File: config.mk
export PLATFORM = sky130hd
export DESIGN_NAME = sha1_byte_stream_hash
export DESIGN_NICKNAME = d
export VERILOG_FILES = /design/src/design/sha1bs_pkg.sv /design/src/design/sha1_byte_stream_hash.sv /design/src/design/sha1bs_front.sv /design/src/design/sha1bs_core.sv /design/src/design/sha1bs_out.sv
export SDC_FILE = /design/constraint.sdc
export NUM_CORES = 2
export LEC_CHECK = 0
export BUFFER_PORTS_ARGS = -buffer_cell sky130_fd_sc_hd__clkbuf_2
export CORE_UTILIZATION = 58
export CTS_CLUSTER_DIAMETER = 100
export DETAILED_ROUTE_END_ITERATION = 8
export PLACE_DENSITY = 0.81
export SLEW_MARGIN = 20
export SYNTH_ARGS = -nofsm -noshare
export SYNTH_HDL_FRONTEND = slang
export SYNTH_SLANG_ARGS = --single-unit
File: constraint.sdc
create_clock -name clk -period 15 [get_ports clk]
set_input_delay 1.5 -clock clk [delete_from_list [all_inputs] [get_ports clk]]
set_output_delay 1.5 -clock clk [all_outputs]
set_load 0.02 [all_outputs]
File: src/design/sha1bs_pkg.sv
// Shared types, constants and round functions for the SHA-1 byte stream hasher.
// Used by every module of the block; depends on nothing else.
`default_nettype none

package sha1bs_pkg;

  // Default depth of the request queue between the front and the core.
  localparam int QueueDepth = 4;

  // SHA-1 initial chaining words; index 0 is H0.
  localparam logic [4:0][31:0] HInit = {
    32'hC3D2E1F0, 32'h10325476, 32'h98BADCFE, 32'hEFCDAB89, 32'h67452301
  };

  // Round constants for the four groups of twenty rounds.
  localparam logic [31:0] K0 = 32'h5A827999;
  localparam logic [31:0] K1 = 32'h6ED9EBA1;
  localparam logic [31:0] K2 = 32'h8F1BBCDC;
  localparam logic [31:0] K3 = 32'hCA62C1D6;

  localparam logic [6:0] LastRound   = 7'd79;
  localparam logic [7:0] PadMarker   = 8'h80;
  localparam logic [5:0] LenFill     = 6'd56;
  localparam logic [5:0] LastFill    = 6'd63;
  localparam logic [2:0] LastWordIdx = 3'd4;

  // One input request as it appears on the input port.
  typedef struct packed {
    logic [7:0] data_byte;
    logic       byte_present;
    logic       end_of_message;
  } in_item_t;

  // One digest word as it appears on the result port.
  typedef struct packed {
    logic [31:0] digest_word;
    logic [2:0]  word_index;
    logic        last_word;
  } out_item_t;

  // Classified request kinds kept in the queue.
  typedef enum logic [1:0] {
    OP_BYTE,
    OP_BYTE_END,
    OP_END
  } op_kind_t;

  typedef struct packed {
    op_kind_t   kind;
    logic [7:0] data;
  } op_t;

  // Head of the request queue as the core sees it.
  typedef struct packed {
    logic valid;
    op_t  op;
  } queue_head_t;

  // Finished digest handed from the core to the output unit.
  typedef struct packed {
    logic             valid;
    logic [4:0][31:0] words;
  } digest_req_t;

  typedef enum logic [2:0] {
    CS_LOAD,
    CS_PAD,
    CS_ROUND,
    CS_ADD,
    CS_EMIT
  } core_state_t;

  // Boolean function of a round.
  function automatic logic [31:0] round_f(input logic [6:0] round,
                                          input logic [31:0] b,
                                          input logic [31:0] c,
                                          input logic [31:0] d);
    logic [31:0] res;
    if (round < 7'd20) begin
      res = (b & c) | (~b & d);
    end else if (round < 7'd40) begin
      res = b ^ c ^ d;
    end else if (round < 7'd60) begin
      res = (b & c) | (b & d) | (c & d);
    end else begin
      res = b ^ c ^ d;
    end
    return res;
  endfunction

  // Additive constant of a round.
  function automatic logic [31:0] round_k(input logic [6:0] round);
    logic [31:0] res;
    if (round < 7'd20) begin
      res = K0;
    end else if (round < 7'd40) begin
      res = K1;
    end else if (round < 7'd60) begin
      res = K2;
    end else begin
      res = K3;
    end
    return res;
  endfunction

endpackage

`default_nettype wire

File: src/design/sha1_byte_stream_hash.sv
// SHA-1 byte stream hasher, top level: front queue, hash core, output unit.
// Depends on sha1bs_pkg, sha1bs_front, sha1bs_core and sha1bs_out.
//
// Usage: the input side is a queue. Each request carries one message byte
// (byte_present), an end mark (end_of_message), both, or neither; a request
// with neither is accepted and ignored. An end mark pads the message and
// yields its 160-bit digest as five result words, word_index 0 to 4, with
// last_word set on word 4. The result side is a queue too: a word waits on
// result while empty is low and leaves when pop is high.
// Throughput: the core takes one byte per cycle from a short request queue
// while loading; every 64th byte starts the 80 rounds, one per cycle, and then
// the chaining add, during which no bytes are taken.
// After the end request reaches the core, padding shifts in one byte per
// cycle (64 - fill bytes, or 128 - fill when fill >= 56 and two blocks are
// hashed), each block runs its rounds and chaining add, then the core enters
// its emit state and the output unit registers the digest for the result port.
// A stalled result side holds the digest; the core keeps hashing the next
// message and stops only when a second digest is ready, after which the
// request queue fills and full rises. Reset (rst, synchronous) empties both
// queues and restarts with the standard initial chaining words.
`default_nettype none

module sha1_byte_stream_hash #(
  parameter int QUEUE_DEPTH = sha1bs_pkg::QueueDepth
) (
  input  wire                   clk,
  input  wire                   rst,
  input  wire                   push,
  output logic                  full,
  input  sha1bs_pkg::in_item_t  item,
  output logic                  empty,
  input  wire                   pop,
  output sha1bs_pkg::out_item_t result
);

  sha1bs_pkg::queue_head_t head;
  logic                    head_pop;
  sha1bs_pkg::digest_req_t digest;
  logic                    digest_ready;

  sha1bs_front #(
    .QUEUE_DEPTH(QUEUE_DEPTH)
  ) u_front (
    .clk     (clk),
    .rst     (rst),
    .push    (push),
    .full    (full),
    .item    (item),
    .head    (head),
    .head_pop(head_pop)
  );

  sha1bs_core u_core (
    .clk         (clk),
    .rst         (rst),
    .head        (head),
    .head_pop    (head_pop),
    .digest      (digest),
    .digest_ready(digest_ready)
  );

  sha1bs_out u_out (
    .clk         (clk),
    .rst         (rst),
    .digest      (digest),
    .digest_ready(digest_ready),
    .empty       (empty),
    .pop         (pop),
    .result      (result)
  );

endmodule

`default_nettype wire

File: src/design/sha1bs_front.sv
// Front end: accepts input requests, drops empty ones, classifies the rest and
// queues them for the core. Depends on sha1bs_pkg.
`default_nettype none

module sha1bs_front #(
  parameter int QUEUE_DEPTH = sha1bs_pkg::QueueDepth
) (
  input  wire                     clk,
  input  wire                     rst,
  input  wire                     push,
  output logic                    full,
  input  sha1bs_pkg::in_item_t    item,
  output sha1bs_pkg::queue_head_t head,
  input  wire                     head_pop
);

  localparam int PtrW = $clog2(QUEUE_DEPTH);
  localparam int CntW = $clog2(QUEUE_DEPTH + 1);

  sha1bs_pkg::op_t queue [QUEUE_DEPTH];
  logic [PtrW-1:0] wr_ptr;
  logic [PtrW-1:0] rd_ptr;
  logic [CntW-1:0] count;
  logic            keep;
  logic            do_write;
  logic            do_read;
  sha1bs_pkg::op_t op_in;

  // Classify the request; one with neither a byte nor an end mark is dropped.
  always_comb begin
    keep       = item.byte_present | item.end_of_message;
    op_in.data = item.data_byte;
    if (item.byte_present && item.end_of_message) begin
      op_in.kind = sha1bs_pkg::OP_BYTE_END;
    end else if (item.byte_present) begin
      op_in.kind = sha1bs_pkg::OP_BYTE;
    end else begin
      op_in.kind = sha1bs_pkg::OP_END;
    end
  end

  assign full       = (count == CntW'(QUEUE_DEPTH));
  assign do_write   = push & ~full & keep;
  assign do_read    = head_pop & (count != '0);
  assign head.valid = (count != '0);
  assign head.op    = queue[rd_ptr];

  // Queue storage.
  always_ff @(posedge clk) begin
    if (do_write) begin
      queue[wr_ptr] <= op_in;
    end
  end

  // Queue pointers and occupancy.
  always_ff @(posedge clk) begin
    if (rst) begin
      wr_ptr <= '0;
      rd_ptr <= '0;
      count  <= '0;
    end else begin
      if (do_write) begin
        wr_ptr <= (wr_ptr == PtrW'(QUEUE_DEPTH - 1)) ? '0 : wr_ptr + 1'b1;
      end
      if (do_read) begin
        rd_ptr <= (rd_ptr == PtrW'(QUEUE_DEPTH - 1)) ? '0 : rd_ptr + 1'b1;
      end
      if (do_write && !do_read) begin
        count <= count + 1'b1;
      end else if (!do_write && do_read) begin
        count <= count - 1'b1;
      end
    end
  end

endmodule

`default_nettype wire

File: src/design/sha1bs_core.sv
// Hash core: shifts message and padding bytes into a 512-bit window, runs the
// 80 rounds one per cycle and keeps the chaining words. Depends on sha1bs_pkg.
`default_nettype none

module sha1bs_core (
  input  wire                     clk,
  input  wire                     rst,
  input  sha1bs_pkg::queue_head_t head,
  output logic                    head_pop,
  output sha1bs_pkg::digest_req_t digest,
  input  wire                     digest_ready
);

  sha1bs_pkg::core_state_t state, state_next;

  logic [511:0]     win;
  logic [5:0]       fill;
  logic [60:0]      byte_cnt;
  logic [63:0]      len;
  logic [4:0][31:0] chain;
  logic [31:0]      a, b, c, d, e;
  logic [6:0]       round;
  logic             pad_marker;
  logic             len_mode;
  logic             end_pend;
  logic             final_blk;

  logic             shift_byte;
  logic [7:0]       byte_in;
  logic             len_byte;
  logic             start_round;
  logic             do_round;
  logic             do_add;
  logic             emit;
  logic             take;
  logic [60:0]      cnt_inc;

  logic [31:0]      w0, w2, w8, w13, w_mix, w_new, t;

  // Message schedule taps: window word j holds w[r + j].
  assign w0    = win[511:480];
  assign w2    = win[447:416];
  assign w8    = win[255:224];
  assign w13   = win[95:64];
  assign w_mix = w13 ^ w8 ^ w2 ^ w0;
  assign w_new = {w_mix[30:0], w_mix[31]};
  assign t     = {a[26:0], a[31:27]} + sha1bs_pkg::round_f(round, b, c, d) + e +
                 sha1bs_pkg::round_k(round) + w0;

  assign cnt_inc = byte_cnt + 61'd1;
  assign take    = (state == sha1bs_pkg::CS_LOAD) & head.valid;

  assign digest.valid = (state == sha1bs_pkg::CS_EMIT);
  assign digest.words = chain;

  // State register.
  always_ff @(posedge clk) begin
    if (rst) begin
      state <= sha1bs_pkg::CS_LOAD;
    end else begin
      state <= state_next;
    end
  end

  // Next state and datapath controls.
  always_comb begin
    state_next  = state;
    head_pop    = 1'b0;
    shift_byte  = 1'b0;
    byte_in     = '0;
    len_byte    = 1'b0;
    start_round = 1'b0;
    do_round    = 1'b0;
    do_add      = 1'b0;
    emit        = 1'b0;
    case (state)
      sha1bs_pkg::CS_LOAD: begin
        if (head.valid) begin
          head_pop = 1'b1;
          if (head.op.kind != sha1bs_pkg::OP_END) begin
            shift_byte = 1'b1;
            byte_in    = head.op.data;
          end
          if (head.op.kind != sha1bs_pkg::OP_END && fill == sha1bs_pkg::LastFill) begin
            state_next  = sha1bs_pkg::CS_ROUND;
            start_round = 1'b1;
          end else if (head.op.kind != sha1bs_pkg::OP_BYTE) begin
            state_next = sha1bs_pkg::CS_PAD;
          end
        end
      end
      sha1bs_pkg::CS_PAD: begin
        shift_byte = 1'b1;
        len_byte   = ~pad_marker & (len_mode | (fill == sha1bs_pkg::LenFill));
        if (pad_marker) begin
          byte_in = sha1bs_pkg::PadMarker;
        end else if (len_byte) begin
          byte_in = len[63:56];
        end
        if (fill == sha1bs_pkg::LastFill) begin
          state_next  = sha1bs_pkg::CS_ROUND;
          start_round = 1'b1;
        end
      end
      sha1bs_pkg::CS_ROUND: begin
        do_round = 1'b1;
        if (round == sha1bs_pkg::LastRound) begin
          state_next = sha1bs_pkg::CS_ADD;
        end
      end
      sha1bs_pkg::CS_ADD: begin
        do_add = 1'b1;
        if (final_blk) begin
          state_next = sha1bs_pkg::CS_EMIT;
        end else if (end_pend) begin
          state_next = sha1bs_pkg::CS_PAD;
        end else begin
          state_next = sha1bs_pkg::CS_LOAD;
        end
      end
      sha1bs_pkg::CS_EMIT: begin
        if (digest_ready) begin
          emit       = 1'b1;
          state_next = sha1bs_pkg::CS_LOAD;
        end
      end
      default: begin
        state_next = sha1bs_pkg::CS_LOAD;
      end
    endcase
  end

  // Block window: byte shifts while loading, word shifts while hashing.
  always_ff @(posedge clk) begin
    if (shift_byte) begin
      win <= {win[503:0], byte_in};
    end else if (do_round) begin
      win <= {win[479:0], w_new};
    end
  end

  // Working variables and round counter.
  always_ff @(posedge clk) begin
    if (start_round) begin
      a     <= chain[0];
      b     <= chain[1];
      c     <= chain[2];
      d     <= chain[3];
      e     <= chain[4];
      round <= '0;
    end else if (do_round) begin
      a     <= t;
      b     <= a;
      c     <= {b[1:0], b[31:2]};
      d     <= c;
      e     <= d;
      round <= round + 7'd1;
    end
  end

  // Length register: captured at the end mark, shifted out a byte at a time.
  always_ff @(posedge clk) begin
    if (take && head.op.kind != sha1bs_pkg::OP_BYTE) begin
      len <= (head.op.kind == sha1bs_pkg::OP_BYTE_END) ? {cnt_inc, 3'b000}
                                                       : {byte_cnt, 3'b000};
    end else if (len_byte) begin
      len <= {len[55:0], 8'h00};
    end
  end

  // Control state, fill level, byte count and chaining words.
  always_ff @(posedge clk) begin
    if (rst) begin
      fill       <= '0;
      byte_cnt   <= '0;
      chain      <= sha1bs_pkg::HInit;
      pad_marker <= 1'b0;
      len_mode   <= 1'b0;
      end_pend   <= 1'b0;
      final_blk  <= 1'b0;
    end else begin
      if (shift_byte) begin
        fill <= fill + 6'd1;
      end
      if (take) begin
        if (head.op.kind == sha1bs_pkg::OP_BYTE) begin
          byte_cnt <= cnt_inc;
        end else begin
          byte_cnt   <= '0;
          end_pend   <= 1'b1;
          pad_marker <= 1'b1;
        end
      end
      if (state == sha1bs_pkg::CS_PAD) begin
        pad_marker <= 1'b0;
        if (len_byte) begin
          len_mode <= 1'b1;
        end
        if (fill == sha1bs_pkg::LastFill) begin
          final_blk <= len_byte;
        end
      end
      if (do_add) begin
        chain[0] <= chain[0] + a;
        chain[1] <= chain[1] + b;
        chain[2] <= chain[2] + c;
        chain[3] <= chain[3] + d;
        chain[4] <= chain[4] + e;
      end
      if (emit) begin
        chain     <= sha1bs_pkg::HInit;
        len_mode  <= 1'b0;
        end_pend  <= 1'b0;
        final_blk <= 1'b0;
      end
    end
  end

endmodule

`default_nettype wire

File: src/design/sha1bs_out.sv
// Output unit: holds one finished digest and presents it as five words on a
// queue-style result port. Depends on sha1bs_pkg.
`default_nettype none

module sha1bs_out (
  input  wire                     clk,
  input  wire                     rst,
  input  sha1bs_pkg::digest_req_t digest,
  output logic                    digest_ready,
  output logic                    empty,
  input  wire                     pop,
  output sha1bs_pkg::out_item_t   result
);

  logic             busy;
  logic [2:0]       idx;
  logic [4:0][31:0] words;

  assign digest_ready = ~busy;
  assign empty        = ~busy;

  // Select the word under the index.
  always_comb begin
    case (idx)
      3'd0:    result.digest_word = words[0];
      3'd1:    result.digest_word = words[1];
      3'd2:    result.digest_word = words[2];
      3'd3:    result.digest_word = words[3];
      3'd4:    result.digest_word = words[4];
      default: result.digest_word = '0;
    endcase
    result.word_index = idx;
    result.last_word  = (idx == sha1bs_pkg::LastWordIdx);
  end

  // Digest holding register.
  always_ff @(posedge clk) begin
    if (digest.valid && !busy) begin
      words <= digest.words;
    end
  end

  // Word index and occupancy.
  always_ff @(posedge clk) begin
    if (rst) begin
      busy <= 1'b0;
      idx  <= '0;
    end else if (!busy) begin
      if (digest.valid) begin
        busy <= 1'b1;
        idx  <= '0;
      end
    end else if (pop) begin
      if (idx == sha1bs_pkg::LastWordIdx) begin
        busy <= 1'b0;
      end else begin
        idx <= idx + 3'd1;
      end
    end
  end

endmodule

`default_nettype wire

==> flow_summary.json <==
{
  "rsz0062_at_grt": "false",
  "arrival_ns": 7.95,
  "tightest_slew_ns": 1.146,
  "worst-path-stages": 25,
  "cap_violations": 0,
  "avgSynthCellArea_um2": 9.630,
  "routed_wl_mm": 161.3,
  "via_count": 47840,
  "grt_pass1_vias": 45790,
  "drv_slew": 0,
  "die_width_um": 331.2,
  "dr.pass1.iters": 6,
  "use_met2_pct": 46.97,
  "hold_viol_final": 0,
  "timing.critical_path.from": "u_core.round[4]$_SDFFE_PP0P_",
  "status": "finished clean",
  "postCtsSetupBuffers": 0,
  "synth_edf_count": 933,
  "crit_slowest_cell": "a311oi_1",
  "cp.required_ns": 15.45,
  "clk-insertion-delay-late_ns": 0.73,
  "postSynthCellCount": 6528,
  "drive_gt1_share_pct": 5.381,
  "reg2reg_from": "u_core.round[4]$_SDFFE_PP0P_",
  "critPathTopFamily": "compound AO/OA/AOI/OAI gates",
  "clockRootBuffer": "clkbuf_16",
  "post-dp-hpwl_mm": 109.4,
  "drcViolationCount": 0,
  "drt_iter0_markers": 5773,
  "overflow": 0,
  "setup_violations": 0,
  "yosys.area.top_type": "edfxtp_1",
  "p_per_area_nw_per_um2": 205.7,
  "track_usage_pct": 29.21,
  "hold_path_class": "reg2reg",
  "p_leak_nw": 27.49,
  "numCtsBuffers": 119,
  "tritoncts": "built",
  "skew_ns": 0.03266,
  "fin_crit_sh_pct": 50.02,
  "ys_types": 95,
  "finalNonFillerCells": 7964,
  "max_freq_ghz": 0.1333,
  "cts.sinks": 1187,
  "fin_area_um2": 68000,
  "finalSetupTns_ns": 0,
  "path_class": "reg2reg",
  "io_pins": 52,
  "critPathBufInv": 5,
  "syn_area_um2": 62860,
  "fp.dieArea_um2": 109700,
  "cpMostUsedCell": "fa_1",
  "start_util_pct": 58.64,
  "ant_nets": 0,
  "ys_async_sr_fraction_pct": 0,
  "dominantRegCellSynth": "edfxtp_1",
  "synth-seq-cells": 1187,
  "path_max_fanout": 35,
  "ctsHoldBuffers": 0,
  "antenna_found_initial": 2,
  "cp_slowest_stage_delay_ns": 0.66,
  "synth_common_cells": "nand2_1 (2,164), edfxtp_1 (933), a21oi_1 (412)",
  "gp_congestion": 0.9736,
  "peakVddDrop_v": 0.0001822,
  "crit_path_end_kind": "flip-flop",
  "finalCriticalPeriod_ns": 7.504,
  "grt_max_degree": 262,
  "avgRoutedWirePerCell_um": 20.25,
  "slew_headroom_pct": 23.57,
  "port_buffers": 51,
  "grtUsageMet1_pct": 40.50,
  "synth_top_area_share_pct": 44.57,
  "worst_setup_path_start_kind": "flip-flop",
  "busiest_layer": "met2",
  "grt_pass1_wl_mm": 254.5,
  "cts_resized": 0,
  "placed_cells": 7737,
  "htreeDepth": 3,
  "synth_seq_area_share_pct": 52.66,
  "ys_top_cells_by_area": "edfxtp_1 (45%), nand2_1 (13%), dfxtp_1 (8.1%), ha_1 (4.7%), fa_1 (4.0%)",
  "worstRegToRegCells": 25,
  "dieHeight_um": 331.2,
  "ys.warnings.count": 0,
  "path_clk_slew_ns": 0.07,
  "dpl_cell_area_um2": 64190,
  "nets": 6830,
  "clockBufferDepth": 3,
  "hold_start": "u_core.digest[127]$_SDFFE_PP0P_",
  "core-area_um2": 107200,
  "whs_path_depth": 0,
  "area_growth_pct": 8.178,
  "vias_per_cell": 6.006,
  "yosysMostFrequentCell": "nand2_1",
  "rows": 120,
  "syn_nets": 6902,
  "gr-usage-met3_pct": 4.262
}
## logic make-up (layout without fill, tap and decap cells)
group                    Yosys count  in the layout  share of synthesized area, %
flip-flops                      1187           1187                         52.66
XOR/XNOR                         265            265                         3.692
other                              0              1                             0
adder cells (fa/ha/maj)          360            360                         8.658
multiplexers                      26             26                        0.5792
AND/OR/NAND/NOR                 3012           3012                         19.82
AO/OA/AOI/OAI                   1147           1147                         11.23
buffers and inverters            531            563                         3.368
## through the flow
step                setup WS [ns]  utilization (%)  total power, mW  hold slack (ns)
floorplan                   1.098                -            9.864           0.4398
global placement            7.749            59.88            10.92           0.4509
detailed placement          7.550            59.88            11.11           0.4650
CTS                         7.485            63.39            14.03           0.4668
global route                7.081            63.43            14.89           0.4939
finish                      7.496            63.43            13.99           0.4613
## sequential cells by signal, indices dropped and copies added, names as in the netlist, named ones only
| name | flops |
|---|---|
| u_core.byte_cnt | 61 |
| u_core.a | 32 |
| u_out.words | 160 |
| u_core.final_blk | 1 |
| u_core.win | 512 |
| u_core.b | 32 |
| u_front.queue | 40 |
| u_core.fill | 6 |
| u_core.state | 3 |
| u_core.round | 7 |
| u_core.c | 32 |
| u_core.pad_marker | 1 |
| u_core.len | 61 |
| u_out.idx | 3 |
| u_core.e | 32 |
| u_core.digest | 160 |
| u_out.busy | 1 |
| u_front.count | 3 |
| u_core.d | 32 |
| u_core.end_pend | 1 |
| u_core.len_mode | 1 |
| u_front.wr_ptr | 2 |
| u_front.rd_ptr | 2 |
## worst reg2reg max path, cell delays in order, from the launching register on
cell      delay (ns)
dfxtp_1         0.38
nand4_1         0.16
nor2b_1         0.36
inv_1           0.28
nor2_1          0.27
clkinv_1        0.10
buf_4           0.27
nand2_1         0.16
buf_4           0.35
nor2_1          0.09
nor2_1          0.13
fa_1            0.46
fa_1            0.54
inv_1           0.06
fa_1            0.51
fa_1            0.49
nor2b_1         0.12
o21ai_0         0.10
a21boi_0        0.48
o21a_1          0.25
o21ai_0         0.18
a211o_1         0.33
a311oi_1        0.66
a21boi_0        0.24
xor2_1          0.19
a21oi_1         0.08
## report_power, final
group / leakage (nW) / total, mW / internal [mW] / switching [mW]
Clock: 1.85 / 2.91 / 1.61 / 1.30
Sequential: 10.6 / 6.03 / 5.46 / 0.579
Combinational: 15.0 / 5.04 / 1.52 / 3.52
Total: 27.5 / 14.0 / 8.59 / 5.40
## final cells by class
cell class / instances / area (um^2)
multi-input combinational: 4810 / 27760
clock buffer: 165 / 3273
clock inverter: 60 / 491.7
sequential: 1187 / 33100
tap: 1403 / 1755
inverter: 230 / 863.3
timing repair buffer: 108 / 758.2
antenna: 1 / 2.502
fill: 8469 / 39200
## cell usage in the layout, fill, tap and decap left out, types with 48 or more instances in the layout
cell type	synthesis	final
nor3_1	62	62
inv_1	227	227
and3_1	55	54
a22oi_1	77	77
a21o_1	75	75
clkbuf_2	0	50
fa_1	125	125
a21oi_1	412	411
nor2_1	366	360
nand2_1	2164	2161
ha_1	235	235
nor2b_1	63	60
o21ai_0	270	270
o211ai_1	48	48
dfxtp_1	254	254
buf_4	1	50
xor2_1	91	91
clkbuf_16	0	121
edfxtp_1	933	933
xnor2_1	174	174
nand3_1	134	134
## worst paths after layout
kind,to,slack (ns)
setup / recovery,u_core.a[29]$_DFFE_PP_,7.50
hold / removal,u_out.words[127]$_DFFE_PP_,0.46
setup reg to reg,u_core.a[29]$_DFFE_PP_,7.50
hold reg to reg,u_out.words[127]$_DFFE_PP_,0.46
## per-layer routing
layer / routed length, um / vias up
met3: 14500 / 343
met4: 5936 / 0
met5: 0 / -
met2: 75570 / 2151
li1: - / 22350
met1: 65270 / 22990
No activity file was read; power rests on OpenSTA's default activity.
